--- src/hw/rtl/adcsm_pkg.sv ---
// adcsm_pkg: widths, reset values and register indexes for the adc smoother
// no dependencies; used by the interfaces and the smoother top level
package adcsm_pkg;

    localparam int SAMPLE_BITS = 12;
    localparam int WIN_LEN     = 16;
    localparam int SLOT_BITS   = (WIN_LEN > 1) ? $clog2(WIN_LEN) : 1;
    localparam int CNT_BITS    = $clog2(WIN_LEN + 1);
    localparam int SUM_BITS    = SAMPLE_BITS + $clog2(WIN_LEN);
    localparam int FRAC_BITS   = 8;
    localparam int SMOOTH_BITS = SAMPLE_BITS + FRAC_BITS;
    localparam int ALPHA_BITS  = 16;
    localparam int LEVEL_BITS  = 7;
    localparam int LEVEL_MAX   = (1 << LEVEL_BITS) - 1;

    // scaling: num = diff * 2 * LEVEL_MAX + span, den = 2 * span
    localparam int NUM_BITS  = SMOOTH_BITS + LEVEL_BITS + 2;
    localparam int DEN_BITS  = SMOOTH_BITS + 1;
    localparam int REM_BITS  = DEN_BITS;
    localparam int DVD_BITS  = (SUM_BITS > LEVEL_BITS) ? SUM_BITS : LEVEL_BITS;
    localparam int STEP_BITS = $clog2(DVD_BITS + 1);

    localparam int PROD_BITS = ALPHA_BITS + SMOOTH_BITS;
    localparam int ACC_BITS  = ALPHA_BITS + SMOOTH_BITS + 2;

    localparam int CFG_IDX_BITS  = 2;
    localparam int CFG_DATA_BITS = ALPHA_BITS;

    localparam logic [CFG_IDX_BITS-1:0] CFG_ALPHA  = 2'd0;
    localparam logic [CFG_IDX_BITS-1:0] CFG_CV_MIN = 2'd1;
    localparam logic [CFG_IDX_BITS-1:0] CFG_CV_MAX = 2'd2;

    localparam logic [ALPHA_BITS-1:0]  ALPHA_RESET  = ALPHA_BITS'(6554);
    localparam logic [SAMPLE_BITS-1:0] CV_MIN_RESET = '0;
    localparam logic [SAMPLE_BITS-1:0] CV_MAX_RESET = '1;

endpackage

--- src/hw/rtl/adcsm_sample_if.sv ---
// adcsm_sample_if: valid/ready channel carrying one raw converter sample
// depends on adcsm_pkg
interface adcsm_sample_if import adcsm_pkg::*; ();
    logic                   valid;
    logic                   ready;
    logic [SAMPLE_BITS-1:0] sample;

    modport source (output valid, output sample, input ready);
    modport sink   (input valid, input sample, output ready);
endinterface

--- src/hw/rtl/adcsm_result_if.sv ---
// adcsm_result_if: valid/ready channel carrying one smoother result
// depends on adcsm_pkg
interface adcsm_result_if import adcsm_pkg::*; ();
    logic                   valid;
    logic                   ready;
    logic [SAMPLE_BITS-1:0] window_mean;
    logic [SMOOTH_BITS-1:0] smoothed;
    logic [LEVEL_BITS-1:0]  scaled_level;

    modport source (output valid, output window_mean, output smoothed,
                    output scaled_level, input ready);
    modport sink   (input valid, input window_mean, input smoothed,
                    input scaled_level, output ready);
endinterface

--- src/hw/rtl/adcsm_ram.sv ---
// adcsm_ram: generic single-write, single-read ram with registered read data
// no dependencies
module adcsm_ram #(
    parameter int WIDTH = 8,
    parameter int DEPTH = 16
) (
    input  logic                                   i_clk,
    input  logic                                   i_we,
    input  logic [(DEPTH > 1 ? $clog2(DEPTH) : 1)-1:0] i_waddr,
    input  logic [WIDTH-1:0]                       i_wdata,
    input  logic [(DEPTH > 1 ? $clog2(DEPTH) : 1)-1:0] i_raddr,
    output logic [WIDTH-1:0]                       o_rdata
);
    logic [WIDTH-1:0] r_mem [DEPTH];
    logic [WIDTH-1:0] r_rdata;

    always_ff @(posedge i_clk) begin
        if (i_we) begin
            r_mem[i_waddr] <= i_wdata;
        end
        r_rdata <= r_mem[i_raddr];
    end

    assign o_rdata = r_rdata;
endmodule

--- src/hw/rtl/adc_moving_average_iir_smoother.sv ---
// adc_moving_average_iir_smoother: moving average, single-pole iir, 0..127 scaling
// depends on adcsm_pkg, adcsm_sample_if, adcsm_result_if, adcsm_ram
//
// Usage
//   i_sample_ch takes one 12-bit converter sample per transfer; o_result_ch
//   gives one result per sample: the truncated window mean, the iir state
//   (unsigned Q12.8) and the level scaled from [cv_min, cv_max] onto 0..127.
//   alpha, cv_min and cv_max are written through i_cfg_we/i_cfg_idx/i_cfg_data;
//   the user writes them only while no sample is in flight (not enforced here).
// Timing
//   The window lives in a ram; the old entry is read the cycle after the
//   transfer and overwritten in the same cycle the running sum is updated.
//   One shared restoring divider produces the mean (16 steps) and the scaled
//   level (7 steps, skipped when the level clamps or is zero). A new sample is
//   taken only once the last sample's result is in the output register, so
//   the block handles one sample at a time.
// Reset and stall
//   i_rst_n (synchronous, active low) empties the window, clears the iir state
//   and restores the register defaults. The result is held in an output
//   register: a stalled receiver does not block the next input transfer, but
//   that sample's result waits in the last step until the register is free.
module adc_moving_average_iir_smoother import adcsm_pkg::*; (
    input  logic                     i_clk,
    input  logic                     i_rst_n,
    input  logic                     i_cfg_we,
    input  logic [CFG_IDX_BITS-1:0]  i_cfg_idx,
    input  logic [CFG_DATA_BITS-1:0] i_cfg_data,
    adcsm_sample_if.sink             i_sample_ch,
    adcsm_result_if.source           o_result_ch
);
    typedef enum logic [3:0] {
        S_IDLE,
        S_READ,
        S_DIV_MEAN,
        S_MUL_NEW,
        S_MUL_OLD,
        S_SCL_NUM,
        S_SCL_CHK,
        S_DIV_SCL,
        S_DONE
    } t_state;

    t_state r_state_q;

    logic [ALPHA_BITS-1:0]  r_alpha;
    logic [SAMPLE_BITS-1:0] r_cv_min;
    logic [SAMPLE_BITS-1:0] r_cv_max;

    logic [SAMPLE_BITS-1:0] r_sample;
    logic [SUM_BITS-1:0]    r_sum;
    logic [CNT_BITS-1:0]    r_fill;
    logic [SLOT_BITS-1:0]   r_slot;
    logic [SMOOTH_BITS-1:0] r_iir;
    logic [SAMPLE_BITS-1:0] r_mean;
    logic [PROD_BITS-1:0]   r_prod;
    logic [NUM_BITS-1:0]    r_num;
    logic [DEN_BITS-1:0]    r_den;
    logic                   r_scl_zero;

    // shared divider
    logic [REM_BITS-1:0]  r_rem;
    logic [DVD_BITS-1:0]  r_dvd;
    logic [DEN_BITS-1:0]  r_dvs;
    logic [DVD_BITS-1:0]  r_quo;
    logic [STEP_BITS-1:0] r_step;

    logic                   r_out_valid;
    logic [SAMPLE_BITS-1:0] r_out_mean;
    logic [SMOOTH_BITS-1:0] r_out_smooth;
    logic [LEVEL_BITS-1:0]  r_out_level;

    logic [SAMPLE_BITS-1:0] ram_rdata;
    logic                   ram_we;

    logic                   in_xfer;
    logic                   out_xfer;
    logic [SUM_BITS-1:0]    n_sum;
    logic [CNT_BITS-1:0]    n_fill;
    logic [REM_BITS:0]      n_trial;
    logic                   n_ge;
    logic [REM_BITS-1:0]    n_rem;
    logic [DVD_BITS-1:0]    n_quo;
    logic [ALPHA_BITS:0]    n_keep;
    logic [ACC_BITS-1:0]    n_keep_prod;
    logic [ACC_BITS-1:0]    n_acc;
    logic [SMOOTH_BITS-1:0] n_lo;
    logic [SMOOTH_BITS-1:0] n_span;
    logic [SMOOTH_BITS-1:0] n_diff;
    logic [NUM_BITS-1:0]    n_num;

    adcsm_ram #(
        .WIDTH (SAMPLE_BITS),
        .DEPTH (WIN_LEN)
    ) u_window (
        .i_clk   (i_clk),
        .i_we    (ram_we),
        .i_waddr (r_slot),
        .i_wdata (r_sample),
        .i_raddr (r_slot),
        .o_rdata (ram_rdata)
    );

    assign i_sample_ch.ready = (r_state_q == S_IDLE);
    assign in_xfer  = i_sample_ch.valid && (r_state_q == S_IDLE);
    assign out_xfer = r_out_valid && o_result_ch.ready;
    assign ram_we   = (r_state_q == S_READ);

    assign o_result_ch.valid        = r_out_valid;
    assign o_result_ch.window_mean  = r_out_mean;
    assign o_result_ch.smoothed     = r_out_smooth;
    assign o_result_ch.scaled_level = r_out_level;

    always_comb begin
        // window sum update; the old entry only counts once the window is full
        if (r_fill < CNT_BITS'(WIN_LEN)) begin
            n_sum  = r_sum + SUM_BITS'(r_sample);
            n_fill = r_fill + CNT_BITS'(1);
        end else begin
            n_sum  = r_sum - SUM_BITS'(ram_rdata) + SUM_BITS'(r_sample);
            n_fill = r_fill;
        end

        // one restoring division step
        n_trial = {r_rem, r_dvd[DVD_BITS-1]};
        n_ge    = (n_trial >= (REM_BITS+1)'(r_dvs));
        n_rem   = n_ge ? REM_BITS'(n_trial - (REM_BITS+1)'(r_dvs)) : REM_BITS'(n_trial);
        n_quo   = {r_quo[DVD_BITS-2:0], n_ge};

        // iir: old-state weight and rounded sum
        n_keep      = (ALPHA_BITS+1)'(1 << ALPHA_BITS) - (ALPHA_BITS+1)'(r_alpha);
        n_keep_prod = ACC_BITS'(n_keep) * ACC_BITS'(r_iir);
        n_acc       = ACC_BITS'(r_prod) + n_keep_prod
                    + ACC_BITS'(1 << (ALPHA_BITS - 1));

        // scaling numerator
        n_lo   = {r_cv_min, FRAC_BITS'(0)};
        n_span = {r_cv_max - r_cv_min, FRAC_BITS'(0)};
        n_diff = r_iir - n_lo;
        n_num  = NUM_BITS'(n_diff) * NUM_BITS'(2 * LEVEL_MAX) + NUM_BITS'(n_span);
    end

    always_ff @(posedge i_clk) begin
        if (!i_rst_n) begin
            r_state_q   <= S_IDLE;
            r_alpha     <= ALPHA_RESET;
            r_cv_min    <= CV_MIN_RESET;
            r_cv_max    <= CV_MAX_RESET;
            r_sum       <= '0;
            r_fill      <= '0;
            r_slot      <= '0;
            r_iir       <= '0;
            r_out_valid <= 1'b0;
        end else begin
            if (i_cfg_we) begin
                case (i_cfg_idx)
                    CFG_ALPHA:  r_alpha  <= i_cfg_data[ALPHA_BITS-1:0];
                    CFG_CV_MIN: r_cv_min <= i_cfg_data[SAMPLE_BITS-1:0];
                    CFG_CV_MAX: r_cv_max <= i_cfg_data[SAMPLE_BITS-1:0];
                    default: ;
                endcase
            end

            // in the last step the waiting result is replaced there
            if (out_xfer && (r_state_q != S_DONE)) begin
                r_out_valid <= 1'b0;
            end

            case (r_state_q)
                S_IDLE: begin
                    if (in_xfer) begin
                        r_sample  <= i_sample_ch.sample;
                        r_state_q <= S_READ;
                    end
                end
                S_READ: begin
                    r_sum  <= n_sum;
                    r_fill <= n_fill;
                    if (r_slot == SLOT_BITS'(WIN_LEN - 1)) begin
                        r_slot <= '0;
                    end else begin
                        r_slot <= r_slot + SLOT_BITS'(1);
                    end
                    r_rem     <= '0;
                    r_dvd     <= DVD_BITS'(n_sum);
                    r_dvs     <= DEN_BITS'(n_fill);
                    r_quo     <= '0;
                    r_step    <= STEP_BITS'(SUM_BITS);
                    r_state_q <= S_DIV_MEAN;
                end
                S_DIV_MEAN: begin
                    r_rem  <= n_rem;
                    r_dvd  <= {r_dvd[DVD_BITS-2:0], 1'b0};
                    r_quo  <= n_quo;
                    r_step <= r_step - STEP_BITS'(1);
                    if (r_step == STEP_BITS'(1)) begin
                        r_mean    <= n_quo[SAMPLE_BITS-1:0];
                        r_state_q <= S_MUL_NEW;
                    end
                end
                S_MUL_NEW: begin
                    r_prod    <= PROD_BITS'(r_alpha) * PROD_BITS'({r_mean, FRAC_BITS'(0)});
                    r_state_q <= S_MUL_OLD;
                end
                S_MUL_OLD: begin
                    r_iir     <= n_acc[ALPHA_BITS +: SMOOTH_BITS];
                    r_state_q <= S_SCL_NUM;
                end
                S_SCL_NUM: begin
                    r_scl_zero <= (r_cv_max <= r_cv_min) || (r_iir <= n_lo);
                    r_num      <= n_num;
                    r_den      <= {n_span, 1'b0};
                    r_state_q  <= S_SCL_CHK;
                end
                S_SCL_CHK: begin
                    if (r_scl_zero) begin
                        r_quo     <= '0;
                        r_state_q <= S_DONE;
                    end else if (r_num >= NUM_BITS'({r_den, LEVEL_BITS'(0)})) begin
                        // quotient would pass the top level: clamp
                        r_quo     <= DVD_BITS'(LEVEL_MAX);
                        r_state_q <= S_DONE;
                    end else begin
                        r_rem     <= r_num[LEVEL_BITS +: REM_BITS];
                        r_dvd     <= {r_num[LEVEL_BITS-1:0], (DVD_BITS-LEVEL_BITS)'(0)};
                        r_dvs     <= r_den;
                        r_quo     <= '0;
                        r_step    <= STEP_BITS'(LEVEL_BITS);
                        r_state_q <= S_DIV_SCL;
                    end
                end
                S_DIV_SCL: begin
                    r_rem  <= n_rem;
                    r_dvd  <= {r_dvd[DVD_BITS-2:0], 1'b0};
                    r_quo  <= n_quo;
                    r_step <= r_step - STEP_BITS'(1);
                    if (r_step == STEP_BITS'(1)) begin
                        r_state_q <= S_DONE;
                    end
                end
                S_DONE: begin
                    if (!r_out_valid || o_result_ch.ready) begin
                        r_out_valid  <= 1'b1;
                        r_out_mean   <= r_mean;
                        r_out_smooth <= r_iir;
                        r_out_level  <= r_quo[LEVEL_BITS-1:0];
                        r_state_q    <= S_IDLE;
                    end
                end
                default: r_state_q <= S_IDLE;
            endcase
        end
    end
endmodule
--- src/flat_wrapper.sv ---
// flat-port wrapper written by rule: the top's interface ports become plain ports
module adc_moving_average_iir_smoother_flat import adcsm_pkg::*;
  (i_clk, i_rst_n, i_cfg_we, i_cfg_idx, i_cfg_data, i_sample_ch_valid, i_sample_ch_sample, i_sample_ch_ready, o_result_ch_valid, o_result_ch_window_mean, o_result_ch_smoothed, o_result_ch_scaled_level, o_result_ch_ready);
  adcsm_sample_if i_sample_ch_i ();
  adcsm_result_if o_result_ch_i ();
  input  logic i_clk;
  input  logic i_rst_n;
  input  logic i_cfg_we;
  input  logic [CFG_IDX_BITS-1:0] i_cfg_idx;
  input  logic [CFG_DATA_BITS-1:0] i_cfg_data;
  input wire logic [$bits(i_sample_ch_i.valid)-1:0] i_sample_ch_valid;
  input wire logic [$bits(i_sample_ch_i.sample)-1:0] i_sample_ch_sample;
  output wire logic [$bits(i_sample_ch_i.ready)-1:0] i_sample_ch_ready;
  output wire logic [$bits(o_result_ch_i.valid)-1:0] o_result_ch_valid;
  output wire logic [$bits(o_result_ch_i.window_mean)-1:0] o_result_ch_window_mean;
  output wire logic [$bits(o_result_ch_i.smoothed)-1:0] o_result_ch_smoothed;
  output wire logic [$bits(o_result_ch_i.scaled_level)-1:0] o_result_ch_scaled_level;
  input wire logic [$bits(o_result_ch_i.ready)-1:0] o_result_ch_ready;
  assign i_sample_ch_i.valid = i_sample_ch_valid;
  assign i_sample_ch_i.sample = i_sample_ch_sample;
  assign i_sample_ch_ready = i_sample_ch_i.ready;
  assign o_result_ch_valid = o_result_ch_i.valid;
  assign o_result_ch_window_mean = o_result_ch_i.window_mean;
  assign o_result_ch_smoothed = o_result_ch_i.smoothed;
  assign o_result_ch_scaled_level = o_result_ch_i.scaled_level;
  assign o_result_ch_i.ready = o_result_ch_ready;
  adc_moving_average_iir_smoother u_core (.i_clk(i_clk), .i_rst_n(i_rst_n), .i_cfg_we(i_cfg_we), .i_cfg_idx(i_cfg_idx), .i_cfg_data(i_cfg_data), .i_sample_ch(i_sample_ch_i), .o_result_ch(o_result_ch_i));
endmodule
--- config.mk ---
export PLATFORM = sky130hd
export DESIGN_NAME = adc_moving_average_iir_smoother_flat
export DESIGN_NICKNAME = d
export VERILOG_FILES = /design/src/hw/rtl/adcsm_pkg.sv /design/src/hw/rtl/adcsm_sample_if.sv /design/src/hw/rtl/adcsm_result_if.sv /design/src/hw/rtl/adcsm_ram.sv /design/src/hw/rtl/adc_moving_average_iir_smoother.sv /design/src/flat_wrapper.sv
export SDC_FILE = /design/constraint.sdc
export NUM_CORES = 2
export LEC_CHECK = 0
export BUFFER_PORTS_ARGS = -buffer_cell sky130_fd_sc_hd__buf_2
export CAP_MARGIN = 20
export CORE_UTILIZATION = 55
export CTS_BUF_LIST = sky130_fd_sc_hd__clkbuf_8
export DETAILED_ROUTE_END_ITERATION = 10
export GPL_ROUTABILITY_DRIVEN = 0
export PLACE_DENSITY = 0.71
export RECOVER_POWER = 25
export SETUP_SLACK_MARGIN = 0.1
export SLEW_MARGIN = 0
export SYNTH_ARGS = -nofsm -noshare
export SYNTH_HDL_FRONTEND = slang
export SYNTH_SLANG_ARGS = --single-unit
--- constraint.sdc ---
create_clock -name i_clk -period 18.3 [get_ports i_clk]
set_clock_uncertainty 0.1 [all_clocks]
set_input_delay 0.915 -clock i_clk [delete_from_list [all_inputs] [get_ports i_clk]]
set_output_delay 0.915 -clock i_clk [all_outputs]
set_load 0.01 [all_outputs]
# After elaboration in Yosys (flattened, before gate mapping)
# Memories as Yosys holds them, arrays and structs flattened. A register that Yosys moved wholly into a read port is not among the register bits.
# Cells that the tools add are included.
[word_totals]
reg_bits = 297
latchBits = 0
ram_bits = 192
rom_bits = 0
in_bits = 35
elab_cells = 118
memories = 1
[memory_table]
columns = ["memory", "words", "width", "rd", "rd_ports_with_merged_regs", "write_ports", "line_no", "text"]
rows = [
  ["u_core.u_window.r_mem", 16, 12, 1, 1, 1, "adcsm_ram.sv:14", "logic [WIDTH-1:0] r_mem [DEPTH];"],
]
[op_classes]
add_sub_neg = 13
n_mul = 3
n_div = 0
n_lt_le_gt_ge = 5
eq_ne = 19
shift = 0
muxes = 31
n_bitwise = 0
reduce_logical = 23
[op_table]
columns = ["operator", "count"]
rows = [
  ["$mux 21", 5],
  ["$pmux 21 s3", 1],
  ["$mux 16", 3],
  ["$pmux 16 s3", 1],
  ["$pmux 21 s2", 1],
  ["$add 36x16->36 const B", 1],
  ["$add 36x36->36", 1],
  ["$mul 17x20->36", 1],
  ["$pmux 4 s9", 1],
  ["$pmux 11 s3", 1],
  ["$add 16x12->16", 2],
  ["$add 28x20->29", 1],
  ["$ge 29x28->1", 1],
  ["$mul 16x12->28", 1],
  ["$mux 4", 7],
  ["$mul 20x7->27 const B", 1],
  ["$ge 22x21->1", 1],
  ["$sub 21x21->21", 1],
  ["$le 20x20->1", 1],
  ["$sub 20x20->20", 1],
  ["$sub 17x16->17 const A", 1],
  ["$eq 4x3->1 const B", 4],
  ["$sub 16x12->16", 1],
  ["$mux 5", 3],
  ["other kinds (29)", 52],
]

# Longest topological paths before layout
[logic_depth]
word_depth = 5
ltp_mapped = 31
ltp_nobuf = 31

# By module
# From an unflattened synthesis, not the netlist that was laid out.
[hier_totals]
hier_cells = 4198
area_unflattened_um2 = 43690.7
[by_module_without_submodules]
columns = ["mod", "n_inst", "cells_per_inst", "area_each_um2", "seq_area_each_um2"]
rows = [
  ["adc_moving_average_iir_smoother", 1, 3869, 36090.9, 7867.5],
  ["adcsm_ram", 1, 329, 7599.8, 6005.8],
]

# Least setup slack after synthesis
# OpenSTA, ideal clock, no wires.
[synth_path]
path_type = "register to register"
startpoint = "register u_core.r_alpha[0]"
endpoint = "register u_core.r_iir[19]"
setup_ns = 0.127
arrival_time_ns = 7.082
t_required_ns = 18.073
setup_slack_ns = 10.991
path_stages_with_launch = 28
n_path_buf = 3
cell_sequence = "dfxtp_1 clkbuf_1 clkinv_1 ha_1 xnor2_1 clkbuf_1 clkbuf_1 nand2_1 fa_1 fa_1 fa_1 inv_1 fa_1 fa_1 inv_1 fa_1 inv_1 ha_1 a21o_1 a21o_1 a21o_1 a211oi_2 and3_4 o21ai_4 a31o_2 a32o_1 o311ai_1 o21ai_1"
[synth_between]
elab_chain_cells = 4
[synth_rtl]
columns = ["element", "line_no", "text"]
rows = [
  ["from (decl)", "adc_moving_average_iir_smoother.sv:45", "logic [ALPHA_BITS-1:0] r_alpha;"],
  ["from (signal assigned)", "adc_moving_average_iir_smoother.sv:156", "CFG_ALPHA: r_alpha <= i_cfg_data[ALPHA_BITS-1:0];"],
  ["$sub 17x16->17", "adc_moving_average_iir_smoother.sv:130", "n_keep = (ALPHA_BITS+1)'(1 << ALPHA_BITS) - (ALPHA_BITS+1)'(r_alpha);"],
  ["$mul 17x20->36", "adc_moving_average_iir_smoother.sv:131", "n_keep_prod = ACC_BITS'(n_keep) * ACC_BITS'(r_iir);"],
  ["$add 36x36->36", "adc_moving_average_iir_smoother.sv:132", "n_acc = ACC_BITS'(r_prod) + n_keep_prod"],
  ["$add 36x16->36", "adc_moving_average_iir_smoother.sv:133", "+ ACC_BITS'(1 << (ALPHA_BITS - 1));"],
  ["to (signal assigned)", "adc_moving_average_iir_smoother.sv:205", "r_iir <= n_acc[ALPHA_BITS +: SMOOTH_BITS];"],
  ["to (decl)", "adc_moving_average_iir_smoother.sv:53", "logic [SMOOTH_BITS-1:0] r_iir;"],
]
# Every way passes these cells.
# A chain may end at the register's enable or synchronous reset.

# Final worst setup path
# Ends and elaborated chain as after synthesis.

==> metrics.md <==
| Metric | Value |
|---|---|
| Status | `finished with violations` |
| Failing checks | `max-capacitance violations, max-slew violations` |
| Required time of the critical path | `18.80 ns` |
| Yosys cell types | `85` |
| Vias per inst | `5.53` |
| Layout cells sized above 1 | `8.42%` |
| Die Wd | `284 µm` |
| Post-CTS Hold Buffers | `0` |
| Nets | `5145` |
| WL final | `101 mm` |
| Reg2Reg Setup Slack | `10.29 ns` |
| CP bufs+invs | `8` |
| RSZ-0062 raised after global routing | `false` |
| Hold Path Class | `in -> reg` |
| Number of I/O pins | `76` |
| Die ar. | `80500 µm²` |
| Vias in the first global route | `30.4k` |
| TritonCTS Buffers | `81` |
| Main synth FF type | `edfxtp_1` |
| First DRT Iteration DRCs | `2230` |
| Detailed-route DRC error count | `0` |
| Min-Delay Startpoint | `i_sample_ch_sample[11]` |
| Die Span Y | `284 µm` |
| R2R cell count | `29` |
| CP Launch Type | `flop` |
| Max_cap viols | `4` |
| TritonCTS clock tree | `yes` |
| Setup Buffers After CTS | `0` |
| Via total after detailed routing | `29.7k` |
| Final ANT Viol Nets | `0` |
| Ranking of synthesized cells by area | `edfxtp_1, fa_1, ha_1, inv_1, dfxtp_1` |
| Root Buffer | `clkbuf_8` |
| FP Rows | `102` |
| FMAX | `125 MHz` |
| Critical path's largest stage delay | `0.58 ns` |
| Largest net degree at the start of global routing | `54` |
| Clock buffer depth | `3` |
| Sequential-to-total area share from yosys stat | `31.8%` |
| Core region area | `78000 µm²` |
| Post-cts resize count | `0` |
| Reg-to-reg endpoint | `u_core.r_iir[19]$_SDFFE_PN0P_` |
| Count leader, synth | `inv_1` |
| Max_slew headroom | `-9.02%` |
| Detail Placement HPWL | `76.1 mm` |
| CP Max Fanout | `28` |
| Gr ovfl total | `0` |
| FF+latch count, synth | `496` |
| Fin cells | `5366` |
| Crit path top cell by count | `fa_1` |
| Final Setup Violations | `0` |
| Post-route setup TNS | `0 ns` |
| Post-synthesis cell count | `4164` |
| Pre-CTS WS | `10.40 ns` |
| Syn nets | `5054` |
| CP delay by family, top | `adder cells` |
| Clk_lat worst skew | `0.72 ns` |
| Area delta synth->final | `8.00%` |
| Fin crit share | `43.8%` |
| Initial antenna violation count | `11` |
| CP Class | `reg -> reg` |
| Reg clk slew, reported paths | `0.06 ns` |
| Yosys top cell area share | `27.1%` |
| Mean Syn Cell Area | `10.5 µm²` |
| Worst slew pin tran | `1.64 ns` |
| Number of flops mapped to enable cells by yosys | `394` |
| IO Port Bufs | `75` |
| Ys Warns | `0` |
| Worst hold endpoint | `u_core.r_sample[11]$_DFFE_PP_` |
| Final hold vios | `0` |
| Fin crit period | `8.01 ns` |
| GRT Resource Usage Total | `25.9%` |
| DR pass1 iterations | `5` |
| Final Max Slew Viols | `87` |
| Htree depth | `3` |
| Ys async rst share | `0%` |
| Post-synth top area cell | `edfxtp_1` |
| Critical path's slowest cell | `fa_1` |
| Final setup margin | `10.29 ns` |
| Commonest cells in the netlist | `inv_1, fa_1, nand2_1, edfxtp_1, ha_1` |
| Worst Setup End Kind | `flop` |
| Arr. time, crit path | `8.52 ns` |
| First-pass GRT wire length | `164 mm` |
| FF-to-FF Start | `u_core.r_alpha[0]$_SDFFE_PN0P_` |
| Placed cells | `5206` |
| Post-Synthesis Cell Area | `43600 µm²` |
| Routed len/inst | `18.8 µm` |
| Clock sink count | `496` |
| Hold path depth | `1` |
| Initial core utilization | `56.0%` |
==> worst max path at each step <==
stage	endpoint	startpoint	slack, ns	depth (start not counted)
2_1_floorplan	u_core.r_iir[19]$_SDFFE_PN0P_	u_core.r_alpha[0]$_SDFFE_PN0P_	10.99	27
3_3_place_gp	u_core.r_iir[19]$_SDFFE_PN0P_	u_core.r_alpha[2]$_SDFFE_PN0P_	10.50	28
3_5_place_dp	u_core.r_iir[19]$_SDFFE_PN0P_	u_core.r_alpha[3]$_SDFFE_PN1P_	10.40	28
4_1_cts	u_core.r_iir[19]$_SDFFE_PN0P_	u_core.r_alpha[2]$_SDFFE_PN0P_	10.37	28
5_1_grt	u_core.r_iir[19]$_SDFFE_PN0P_	u_core.r_alpha[2]$_SDFFE_PN0P_	9.75	28
6_report	u_core.r_iir[19]$_SDFFE_PN0P_	u_core.r_alpha[0]$_SDFFE_PN0P_	10.29	29
==> cell type report <==
type                       instances  area, µm²
fill                            6415      30800
tap                             1040       1300
multi-input combinational       2715      26300
clock inverter                    65        463
antenna                            4       10.0
clock buffer                      85       1170
timing repair buffer             164       1060
inverter                         797       2990
sequential                       496      13900
==> layer usage <==
| metal | global-route usage, % | routed length [µm] | vias up |
|---|---|---|---|
| met5 | 0 | 57 | - |
| met4 | 6.84 | 2540 | 10 |
| met3 | 4.39 | 7390 | 160 |
| met2 | 40.3 | 45500 | 990 |
| met1 | 37.6 | 45600 | 14844 |
| li1 | - | - | 13680 |
==> stage by stage <==
stage	area, µm²	hold WS (ns)	util, %
6_report	47100	0.268	60.4
4_1_cts	47100	0.202	60.4
2_1_floorplan	43600	0.300	-
3_3_place_gp	45400	0.304	58.2
3_5_place_dp	45400	0.307	58.3
5_1_grt	47100	0.216	60.4
==> cell families after synthesis <==
group | share of synthesized area, %
compound gates | 6.99
flops | 31.8
buf+inv | 8.22
simple gates | 12.0
xor+xnor | 3.65
mux | 4.07
fa+ha+maj | 33.3
==> placed cells by master (no fill, tap or decap), types with 59 or more instances in the layout <==
cell type	instances
nor2_1	152
nand2_1	497
edfxtp_1	394
and2_1	220
ha_1	346
dfxtp_1	100
buf_2	75
clkbuf_8	85
o21ai_0	105
xnor2_1	119
a21oi_1	140
mux4_2	60
fa_1	509
nand3_1	59
inv_1	818
==> state kept, by name, summed over array words and instances (netlist names), 16 cells and up <==
| register | cells |
|---|---|
| u_core.r_prod | 28 |
| u_core.r_num | 28 |
| u_core.o_result_ch.smoothed | 20 |
| u_core.r_rem | 21 |
| u_core.r_iir | 20 |
| u_core.r_dvs | 17 |
| u_core.r_dvd | 16 |
| u_core.r_sum | 16 |
| u_core.r_alpha | 16 |
| u_core.u_window.r_mem | 192 |
Power is left out: the tool's default activity adds up to more than one toggle a clock period on the data nets, which glitch-free logic cannot reach.
